--- config.mk ---
export PLATFORM = sky130hd
export DESIGN_NAME = rotary_dial_pin_decoder
export DESIGN_NICKNAME = d
export VERILOG_FILES = /design/src/sv/rdpd_pkg.sv /design/src/sv/rdpd_cfg.sv /design/src/sv/rdpd_core.sv /design/src/sv/rdpd_obuf.sv /design/src/sv/rotary_dial_pin_decoder.sv
export SDC_FILE = /design/constraint.sdc
export NUM_CORES = 1
export LEC_CHECK = 0
export BUFFER_PORTS_ARGS = -buffer_cell sky130_fd_sc_hd__buf_4
export CORE_MARGIN = 3
export CORE_UTILIZATION = 55
export CTS_CLUSTER_SIZE = 20
export DETAILED_ROUTE_END_ITERATION = 10
export PLACE_DENSITY = 0.74
export SETUP_SLACK_MARGIN = 0.05
export SLEW_MARGIN = 5
export SYNTH_ARGS = -nofsm -noshare
export SYNTH_HDL_FRONTEND = slang
export SYNTH_HIERARCHICAL = 1
export SYNTH_SLANG_ARGS = --single-unit
--- constraint.sdc ---
create_clock -name clk -period 7.3 [get_ports clk]
set_clock_uncertainty 0.2 [all_clocks]
set_input_delay 1.46 -clock clk [delete_from_list [all_inputs] [get_ports clk]]
set_output_delay 1.46 -clock clk [all_outputs]
set_load 0.01 [all_outputs]
--- src/sv/rdpd_pkg.sv ---
// rdpd_pkg: shared types and constants for the rotary dial pin decoder
// word formats, event codes, register indexes and reset values
// no dependencies
package rdpd_pkg;

    localparam int PIN_W = 32;

    typedef struct packed {
        logic rest_level;
        logic pulse_level;
    } in_word_t;

    typedef struct packed {
        logic [2:0]       event_res;
        logic [3:0]       digit;
        logic [3:0]       digit_count;
        logic [PIN_W-1:0] pin_code;
        logic             last;
    } out_word_t;

    typedef struct packed {
        logic [9:0]  debounce_ticks;
        logic [15:0] timeout_ticks;
        logic [3:0]  pin_length;
    } cfg_t;

    typedef struct packed {
        logic [1:0] cnt;
        out_word_t  w0;
        out_word_t  w1;
    } res_bundle_t;

    localparam logic [2:0] EV_START   = 3'd0;
    localparam logic [2:0] EV_PULSE   = 3'd1;
    localparam logic [2:0] EV_DIGIT   = 3'd2;
    localparam logic [2:0] EV_DONE    = 3'd3;
    localparam logic [2:0] EV_TIMEOUT = 3'd4;

    localparam logic [1:0] REG_DEBOUNCE = 2'd0;
    localparam logic [1:0] REG_TIMEOUT  = 2'd1;
    localparam logic [1:0] REG_PIN_LEN  = 2'd2;

    localparam logic [9:0]  DEBOUNCE_RST = 10'd150;
    localparam logic [15:0] TIMEOUT_RST  = 16'd5000;
    localparam logic [3:0]  PIN_LEN_RST  = 4'd6;

    localparam logic [9:0]  SAE_MAX   = 10'd1023;
    localparam logic [15:0] SDS_MAX   = 16'd65535;
    localparam logic [3:0]  PULSE_MAX = 4'd15;
    localparam logic [3:0]  TEN       = 4'd10;

endpackage

--- src/sv/rdpd_cfg.sv ---
// rdpd_cfg: apb-style configuration registers
// depends on rdpd_pkg
module rdpd_cfg (
    input  logic                clk,
    input  logic                rst_n,
    input  logic                psel,
    input  logic                penable,
    input  logic                pwrite,
    input  logic [3:0]          paddr,
    input  logic [31:0]         pwdata,
    output logic [31:0]         prdata,
    output logic                pready,
    output rdpd_pkg::cfg_t      cfg
);
    import rdpd_pkg::*;

    cfg_t       cfg_reg;
    cfg_t       cfg_next;
    logic [1:0] idx;
    logic       wr;

    assign idx    = paddr[3:2];
    assign wr     = psel && penable && pwrite;
    assign pready = 1'b1;
    assign cfg    = cfg_reg;

    always_comb
    begin
        cfg_next = cfg_reg;
        if (wr)
        begin
            case (idx)
                REG_DEBOUNCE: cfg_next.debounce_ticks = pwdata[9:0];
                REG_TIMEOUT:  cfg_next.timeout_ticks  = pwdata[15:0];
                REG_PIN_LEN:  cfg_next.pin_length     = pwdata[3:0];
                default:      cfg_next = cfg_reg;
            endcase
        end
    end

    always_comb
    begin
        case (idx)
            REG_DEBOUNCE: prdata = {22'd0, cfg_reg.debounce_ticks};
            REG_TIMEOUT:  prdata = {16'd0, cfg_reg.timeout_ticks};
            REG_PIN_LEN:  prdata = {28'd0, cfg_reg.pin_length};
            default:      prdata = 32'd0;
        endcase
    end

    always_ff @(posedge clk or negedge rst_n)
    begin
        if (!rst_n)
        begin
            cfg_reg.debounce_ticks <= DEBOUNCE_RST;
            cfg_reg.timeout_ticks  <= TIMEOUT_RST;
            cfg_reg.pin_length     <= PIN_LEN_RST;
        end
        else
        begin
            cfg_reg <= cfg_next;
        end
    end

endmodule

--- src/sv/rdpd_core.sv ---
// rdpd_core: input register, dial session state and per-tick decode
// depends on rdpd_pkg
module rdpd_core #(
    parameter int MAX_DIGITS = 8
) (
    input  logic                  clk,
    input  logic                  rst_n,
    input  logic                  in_valid,
    input  rdpd_pkg::in_word_t    in_word,
    output logic                  in_stall,
    input  rdpd_pkg::cfg_t        cfg,
    input  logic                  room,
    output rdpd_pkg::res_bundle_t res
);
    import rdpd_pkg::*;

    localparam int         STORE_W = 4 * MAX_DIGITS;
    localparam logic [3:0] MAX_D   = 4'(MAX_DIGITS);

    logic               in_valid_reg;
    in_word_t           in_word_reg;
    logic               process;

    logic               in_session_reg, in_session_next;
    logic               dialing_reg, dialing_next;
    logic               held_reg, held_next;
    logic [3:0]         pc_reg, pc_next;
    logic [3:0]         idx_reg, idx_next;
    logic [STORE_W-1:0] store_reg, store_next;
    logic [15:0]        sds_reg, sds_next;
    logic [9:0]         sae_reg, sae_next;
    logic               prev_rest_reg, prev_rest_next;

    logic [1:0]         n_v;
    out_word_t          w_v [2];
    logic [3:0]         need;
    logic [3:0]         d_v;
    logic               rest;
    logic               pulse;
    logic               falling;

    function automatic out_word_t mk(input logic [2:0] ev, input logic [3:0] dg,
                                     input logic [3:0] ix, input logic [STORE_W-1:0] st);
        out_word_t w;
        w.event_res   = ev;
        w.digit       = dg;
        w.digit_count = ix;
        w.pin_code    = PIN_W'(st);
        w.last        = 1'b0;
        return w;
    endfunction

    assign process  = in_valid_reg && room;
    assign in_stall = in_valid_reg && !room;

    assign rest    = in_word_reg.rest_level;
    assign pulse   = in_word_reg.pulse_level;
    assign falling = prev_rest_reg && !rest;

    always_comb
    begin
        if (cfg.pin_length == 4'd0)
            need = 4'd1;
        else if (cfg.pin_length > MAX_D)
            need = MAX_D;
        else
            need = cfg.pin_length;
    end

    always_comb
    begin
        in_session_next = in_session_reg;
        dialing_next    = dialing_reg;
        held_next       = held_reg;
        pc_next         = pc_reg;
        idx_next        = idx_reg;
        store_next      = store_reg;
        sds_next        = sds_reg;
        sae_next        = (sae_reg == SAE_MAX) ? sae_reg : sae_reg + 10'd1;
        prev_rest_next  = rest;
        n_v             = 2'd0;
        w_v[0]          = '0;
        w_v[1]          = '0;
        d_v             = 4'd0;

        if (!in_session_reg)
        begin
            if (falling && sae_next >= cfg.debounce_ticks)
            begin
                in_session_next = 1'b1;
                dialing_next    = 1'b1;
                held_next       = 1'b0;
                pc_next         = 4'd0;
                idx_next        = 4'd0;
                store_next      = '0;
                sds_next        = 16'd0;
                sae_next        = 10'd0;
                w_v[n_v[0]]     = mk(EV_START, 4'd0, 4'd0, '0);
                n_v             = n_v + 2'd1;
            end
        end
        else
        begin
            if (sds_next != SDS_MAX)
                sds_next = sds_next + 16'd1;
            if (!rest)
            begin
                if (!dialing_next)
                begin
                    dialing_next = 1'b1;
                    pc_next      = 4'd0;
                    held_next    = 1'b0;
                    sds_next     = 16'd0;
                end
                if (pulse && !held_next)
                begin
                    if (pc_next != PULSE_MAX)
                        pc_next = pc_next + 4'd1;
                    w_v[n_v[0]] = mk(EV_PULSE, 4'd0, idx_next, store_next);
                    n_v         = n_v + 2'd1;
                end
                held_next = pulse;
            end
            else
            begin
                if (dialing_next)
                begin
                    dialing_next = 1'b0;
                    held_next    = 1'b0;
                    if (pc_next != 4'd0)
                    begin
                        d_v = (pc_next >= TEN) ? 4'd0 : pc_next;
                        if (idx_next < MAX_D)
                        begin
                            for (int i = 0; i < MAX_DIGITS; i++)
                            begin
                                if (idx_next == 4'(i))
                                    store_next[4*i +: 4] = d_v;
                            end
                            idx_next = idx_next + 4'd1;
                        end
                        w_v[n_v[0]] = mk(EV_DIGIT, d_v, idx_next, store_next);
                        n_v         = n_v + 2'd1;
                    end
                    pc_next = 4'd0;
                end
                if (idx_next >= need || sds_next >= cfg.timeout_ticks)
                begin
                    w_v[n_v[0]] = mk((idx_next >= need) ? EV_DONE : EV_TIMEOUT,
                                     4'd0, idx_next, store_next);
                    n_v             = n_v + 2'd1;
                    in_session_next = 1'b0;
                    dialing_next    = 1'b0;
                    held_next       = 1'b0;
                    pc_next         = 4'd0;
                    idx_next        = 4'd0;
                    store_next      = '0;
                    sds_next        = 16'd0;
                end
            end
        end

        w_v[0].last = (n_v == 2'd1);
        w_v[1].last = 1'b1;
    end

    assign res.cnt = process ? n_v : 2'd0;
    assign res.w0  = w_v[0];
    assign res.w1  = w_v[1];

    always_ff @(posedge clk)
    begin
        if (in_valid && !in_stall)
            in_word_reg <= in_word;
    end

    always_ff @(posedge clk or negedge rst_n)
    begin
        if (!rst_n)
        begin
            in_valid_reg   <= 1'b0;
            in_session_reg <= 1'b0;
            dialing_reg    <= 1'b0;
            held_reg       <= 1'b0;
            pc_reg         <= 4'd0;
            idx_reg        <= 4'd0;
            store_reg      <= '0;
            sds_reg        <= 16'd0;
            sae_reg        <= 10'd0;
            prev_rest_reg  <= 1'b1;
        end
        else
        begin
            if (!in_stall)
                in_valid_reg <= in_valid;
            if (process)
            begin
                in_session_reg <= in_session_next;
                dialing_reg    <= dialing_next;
                held_reg       <= held_next;
                pc_reg         <= pc_next;
                idx_reg        <= idx_next;
                store_reg      <= store_next;
                sds_reg        <= sds_next;
                sae_reg        <= sae_next;
                prev_rest_reg  <= prev_rest_next;
            end
        end
    end

endmodule

--- src/sv/rdpd_obuf.sv ---
// rdpd_obuf: two-entry result register feeding the output channel
// depends on rdpd_pkg
module rdpd_obuf (
    input  logic                  clk,
    input  logic                  rst_n,
    input  rdpd_pkg::res_bundle_t res,
    output logic                  room,
    output logic                  out_valid,
    output rdpd_pkg::out_word_t   out_word,
    input  logic                  out_stall
);
    import rdpd_pkg::*;

    out_word_t  buf0_reg, buf0_next;
    out_word_t  buf1_reg, buf1_next;
    logic [1:0] cnt_reg, cnt_next;
    logic       pop;

    assign out_valid = (cnt_reg != 2'd0);
    assign out_word  = buf0_reg;
    assign pop       = out_valid && !out_stall;
    assign room      = (cnt_reg == 2'd0) || (cnt_reg == 2'd1 && pop);

    always_comb
    begin
        buf0_next = buf0_reg;
        buf1_next = buf1_reg;
        cnt_next  = cnt_reg - {1'b0, pop};
        if (res.cnt != 2'd0)
        begin
            buf0_next = res.w0;
            buf1_next = res.w1;
            cnt_next  = res.cnt;
        end
        else if (pop)
        begin
            buf0_next = buf1_reg;
        end
    end

    always_ff @(posedge clk)
    begin
        buf0_reg <= buf0_next;
        buf1_reg <= buf1_next;
    end

    always_ff @(posedge clk or negedge rst_n)
    begin
        if (!rst_n)
            cnt_reg <= 2'd0;
        else
            cnt_reg <= cnt_next;
    end

endmodule

--- src/sv/rotary_dial_pin_decoder.sv ---
// rotary_dial_pin_decoder: top level of the rotary dial pin decoder
// depends on rdpd_pkg, rdpd_cfg, rdpd_core, rdpd_obuf
//
// Each input word is one tick sampling the dial rest and pulse contacts. A
// debounced falling edge on the rest contact opens a session; pulses counted
// while the dial is off normal become a digit when it returns to rest, and
// after pin_length digits the packed code is reported, or the session ends
// after timeout_ticks with no new dial start. A tick is registered on entry,
// decoded combinationally and its results written to a two-entry result register,
// so a tick's results pass through the input register and the result register
// before they are offered on the output. One tick is taken per cycle
// while the result register can drain; a tick that yields two results holds
// back the input, since the result register must empty before the next
// tick's results are written.
module rotary_dial_pin_decoder #(
    parameter int MAX_DIGITS = 8
) (
    input  logic                clk,
    input  logic                rst_n,
    input  logic                in_valid,
    output logic                in_stall,
    input  rdpd_pkg::in_word_t  in_word,
    output logic                out_valid,
    input  logic                out_stall,
    output rdpd_pkg::out_word_t out_word,
    input  logic                psel,
    input  logic                penable,
    input  logic                pwrite,
    input  logic [3:0]          paddr,
    input  logic [31:0]         pwdata,
    output logic [31:0]         prdata,
    output logic                pready
);
    import rdpd_pkg::*;

    cfg_t        cfg;
    res_bundle_t res;
    logic        room;

    rdpd_cfg u_cfg (
        .clk     (clk),
        .rst_n   (rst_n),
        .psel    (psel),
        .penable (penable),
        .pwrite  (pwrite),
        .paddr   (paddr),
        .pwdata  (pwdata),
        .prdata  (prdata),
        .pready  (pready),
        .cfg     (cfg)
    );

    rdpd_core #(
        .MAX_DIGITS (MAX_DIGITS)
    ) u_core (
        .clk      (clk),
        .rst_n    (rst_n),
        .in_valid (in_valid),
        .in_word  (in_word),
        .in_stall (in_stall),
        .cfg      (cfg),
        .room     (room),
        .res      (res)
    );

    rdpd_obuf u_obuf (
        .clk       (clk),
        .rst_n     (rst_n),
        .res       (res),
        .room      (room),
        .out_valid (out_valid),
        .out_word  (out_word),
        .out_stall (out_stall)
    );

endmodule
==> impl_metrics.env <==
export IMPL_result_of_the_run="completed"
export IMPL_fmax_ghz=0.175
export IMPL_routed_via_density=5.93
export IMPL_post_place_ws_ps=1600
export IMPL_tightestPinTransition_ps=945
export IMPL_setup_total_negative_slack_ps=0
export IMPL_critical_path_max_stage_delay_ps=610
export IMPL_design_final_nets=1253
export IMPL_drt_initial_drc_count=723
export IMPL_timing_final_max_slew_violations=0
export IMPL_clockRootBuffer="sky130_fd_sc_hd__clkbuf_16"
export IMPL_tritoncts_num_sinks=193
export IMPL_grt_pass1_wl_mm=42.7
export IMPL_ys_types=68
export IMPL_pin_count_of_the_biggest_net_entering_global_routing=64
export IMPL_fillerInstances=1675
export IMPL_synth_area_leader_cell="sky130_fd_sc_hd__edfxtp_1"
export IMPL_synth_flop_cell="sky130_fd_sc_hd__dfrtp_1"
export IMPL_crit_path_start="u_core/sds_reg[11]"
export IMPL_crit_path_cell_trace="and3_1, nand4_2, or2_2, xnor2_1, ha_1, nand2b_1, a2111o_1, a32oi_2, and3_1, inv_4, ha_1, a21oi_1, a21oi_1, nor2_8, buf_4, mux2_2"
export IMPL_setup_ws_ps=1580
export IMPL_ys_seq_area_share_pct=45.4
export IMPL_clk_latency_ps=440
export IMPL_place_gp_congestion=0.840
export IMPL_synth_seq_cells=193
export IMPL_drt_pass1_iter_count=6
export IMPL_initial_core_util_pct=56.7
export IMPL_fp_dieW_um=152
export IMPL_antenna_violating_nets_post_route=0
export IMPL_synthToLayoutAreaGrowth_pct=11.3
export IMPL_layout_worst_path_cycle_share_pct=78.3
export IMPL_post_cts_setup_buffer_count=0
export IMPL_io_pin_count=124
export IMPL_drc=0
export IMPL_max_capacitance_violation_total=0
export IMPL_h_tree_depth=4
export IMPL_io_buffer_count=88
export IMPL_vdd_drop_max_mv=0.254
export IMPL_antenna_found_initial=0
export IMPL_grt_setup_unrepaired="false"
export IMPL_synth_edf_count=90
export IMPL_timing_rr_start="u_core/sds_reg[11]"
export IMPL_synth_cells_most_frequent="sky130_fd_sc_hd__nand2_1, sky130_fd_sc_hd__nor2_1, sky130_fd_sc_hd__dfrtp_1, sky130_fd_sc_hd__edfxtp_1, sky130_fd_sc_hd__mux2_2"
export IMPL_synthMostInstantiatedCell="sky130_fd_sc_hd__nand2_1"
export IMPL_critical_path_data_required_time_ps=7290
export IMPL_synth_async_sr_flop_share_pct=53.4
export IMPL_hold_path_class="reg -> reg"
export IMPL_whs_ps=286
export IMPL_dr_total_vias=8613
export IMPL_total_power_mw=4.63
export IMPL_antenna_cells=0
export IMPL_coreArea_um2=20600
export IMPL_worst_setup_hold_path_clk_slew_ps=80
export IMPL_worst_setup_path_class="reg -> reg"
export IMPL_synthDominantCellAreaShare_pct=23.2
export IMPL_clk_path_buf_depth=2
export IMPL_syn_mean_instance_area_um2=10.4
export IMPL_grt_pass1_vias=8292
export IMPL_cp_end_kind="flop"
export IMPL_post_cts_hold_buffer_count=0
export IMPL_post_synth_instance_area_um2=11700
export IMPL_design_die_area_um2=23000
export IMPL_cellPowerDensity_nw_per_um2=357
export IMPL_startpoint_type="flop"
export IMPL_die_height_um=152
export IMPL_cts_repair_resized=0
export IMPL_finalSetupViolCount=0
export IMPL_globalRouteOverflowTotal=0
export IMPL_static_leakage_power_nw=5.75
export IMPL_synth_top_cells_by_area="sky130_fd_sc_hd__edfxtp_1, sky130_fd_sc_hd__dfrtp_1, sky130_fd_sc_hd__mux2_2"
export IMPL_placementRows=52
export IMPL_finalWorstPathRequiredPeriod_ps=5720
export IMPL_clock_tree_from_tritoncts="yes"
export IMPL_syn_instance_count=1119
export IMPL_yosys_warnings=6
export IMPL_crit_fanout=35
export IMPL_critical_path_arrival_ps=5710
export IMPL_critical_path_slowest_cell="sky130_fd_sc_hd__buf_4"
export IMPL_wirelength_mm=26.4
export IMPL_final_hold_viol_count=0
export IMPL_final_layout_size_suffix_gt1_share_pct=23.1
export IMPL_avgRoutedWirePerCell_um=18.2
export IMPL_cts_buffers=17
export IMPL_maxSlewHeadroom_pct=36.8
export IMPL_track_usage_pct=23.5
export IMPL_detailed_place_hpwl_mm=17.7
export IMPL_hold_path_startpoint="u_core/prev_rest_reg"
[area by class of cell]
class                      instances  area [um^2]  share of cell area [%]
clock inverter                    15          205                    1.58
inverter                          43          164                    1.26
multi-input combinational        810         5770                    44.4
timing repair buffer             104          781                    6.02
sequential                       193         5300                    40.8
clock buffer                      17          425                    3.28
tap                              270          338                    2.60
[metrics by stage]
step           instance area, um^2  std cells  utilization (%)
4_1_cts                      13000       1452             63.1
3_3_place_gp                 12300       1420             60.0
6_report                     13000       1452             63.1
5_1_grt                      13000       1452             63.1
2_1_floorplan                11700       1137                -
3_5_place_dp                 12300       1420             60.0
[worst max-delay path: cells and delay by family, from the launching register on]
kind                     cells  cell delay (ps)
AO/OA/AOI/OAI                4             1150
adder cells (fa/ha/maj)      2              590
AND/OR/NAND/NOR              6             1730
flip-flops                   1              460
XOR/XNOR                     1              150
buffers and inverters        2              740
multiplexers                 1              400
[layout by cell type (no fill, tap or decap), drive strengths merged, types with 3 or more instances in the layout]
master,netlist,final
o211ai,13,13
nand3,15,15
inv,43,47
a32o,3,3
or3,3,3
a31o,4,4
a221o,7,7
a221oi,22,22
buf,48,104
nor2,102,102
clkbuf,43,17
a21o,31,31
edfxtp,90,90
a31oi,4,4
xor2,3,3
xnor2,14,14
o21ai,38,38
nand4,12,12
a22o,35,35
and4,6,6
bufinv,0,4
dfstp,12,12
ha,39,39
mux2,111,111
nor3,28,28
o31ai,6,6
conb,4,22
and3,16,16
dfrtp,91,91
o22ai,3,3
clkinv,0,5
nand2b,6,6
mux2i,27,27
a21oi,29,29
and2,18,18
a211oi,9,9
nand2,152,152
nor2b,11,11
a41oi,4,4
[path summary, 6_finish.rpt]
| kind | depth (start not counted) | slack [ps] | end |
|---|---|---|---|
| max | 16 | 1580 | u_obuf/out_word[1] |
| min | 2 | 290 | u_core/prev_rest_reg |
| max reg2reg | 16 | 1580 | u_obuf/out_word[1] |
| min reg2reg | 2 | 290 | u_core/prev_rest_reg |
| max in group asynchronous | 2 | 4840 | u_cfg/cfg[0] |
| min in group asynchronous | 1 | 810 | u_cfg/cfg[29] |
[logic make-up (layout without fill, tap and decap cells)]
family                   count (synthesis)  count (layout)  synth area share [%]
multiplexers                           138             138                  14.3
adder cells (fa/ha/maj)                 39              39                  4.19
other                                    4              22                 0.129
XOR/XNOR                                17              17                  1.28
flip-flops                             193             193                  45.4
AO/OA/AOI/OAI                          218             218                  13.8
buffers and inverters                  134             179                  5.90
AND/OR/NAND/NOR                        376             376                  15.0
[where the power goes]
group	leakage [nW]	internal (mW)	switching, mW
clock network	0.304	0.578	0.433
logic	3.25	0.754	1.16
registers	2.20	1.53	0.174
[per-layer routing]
layer	routed length (um)	global-route usage, %
met5	0	0
met4	490	7.64
met3	1810	4.16
met2	12300	37.4
met1	11800	33.0
Power figures use the tool's default switching activity.
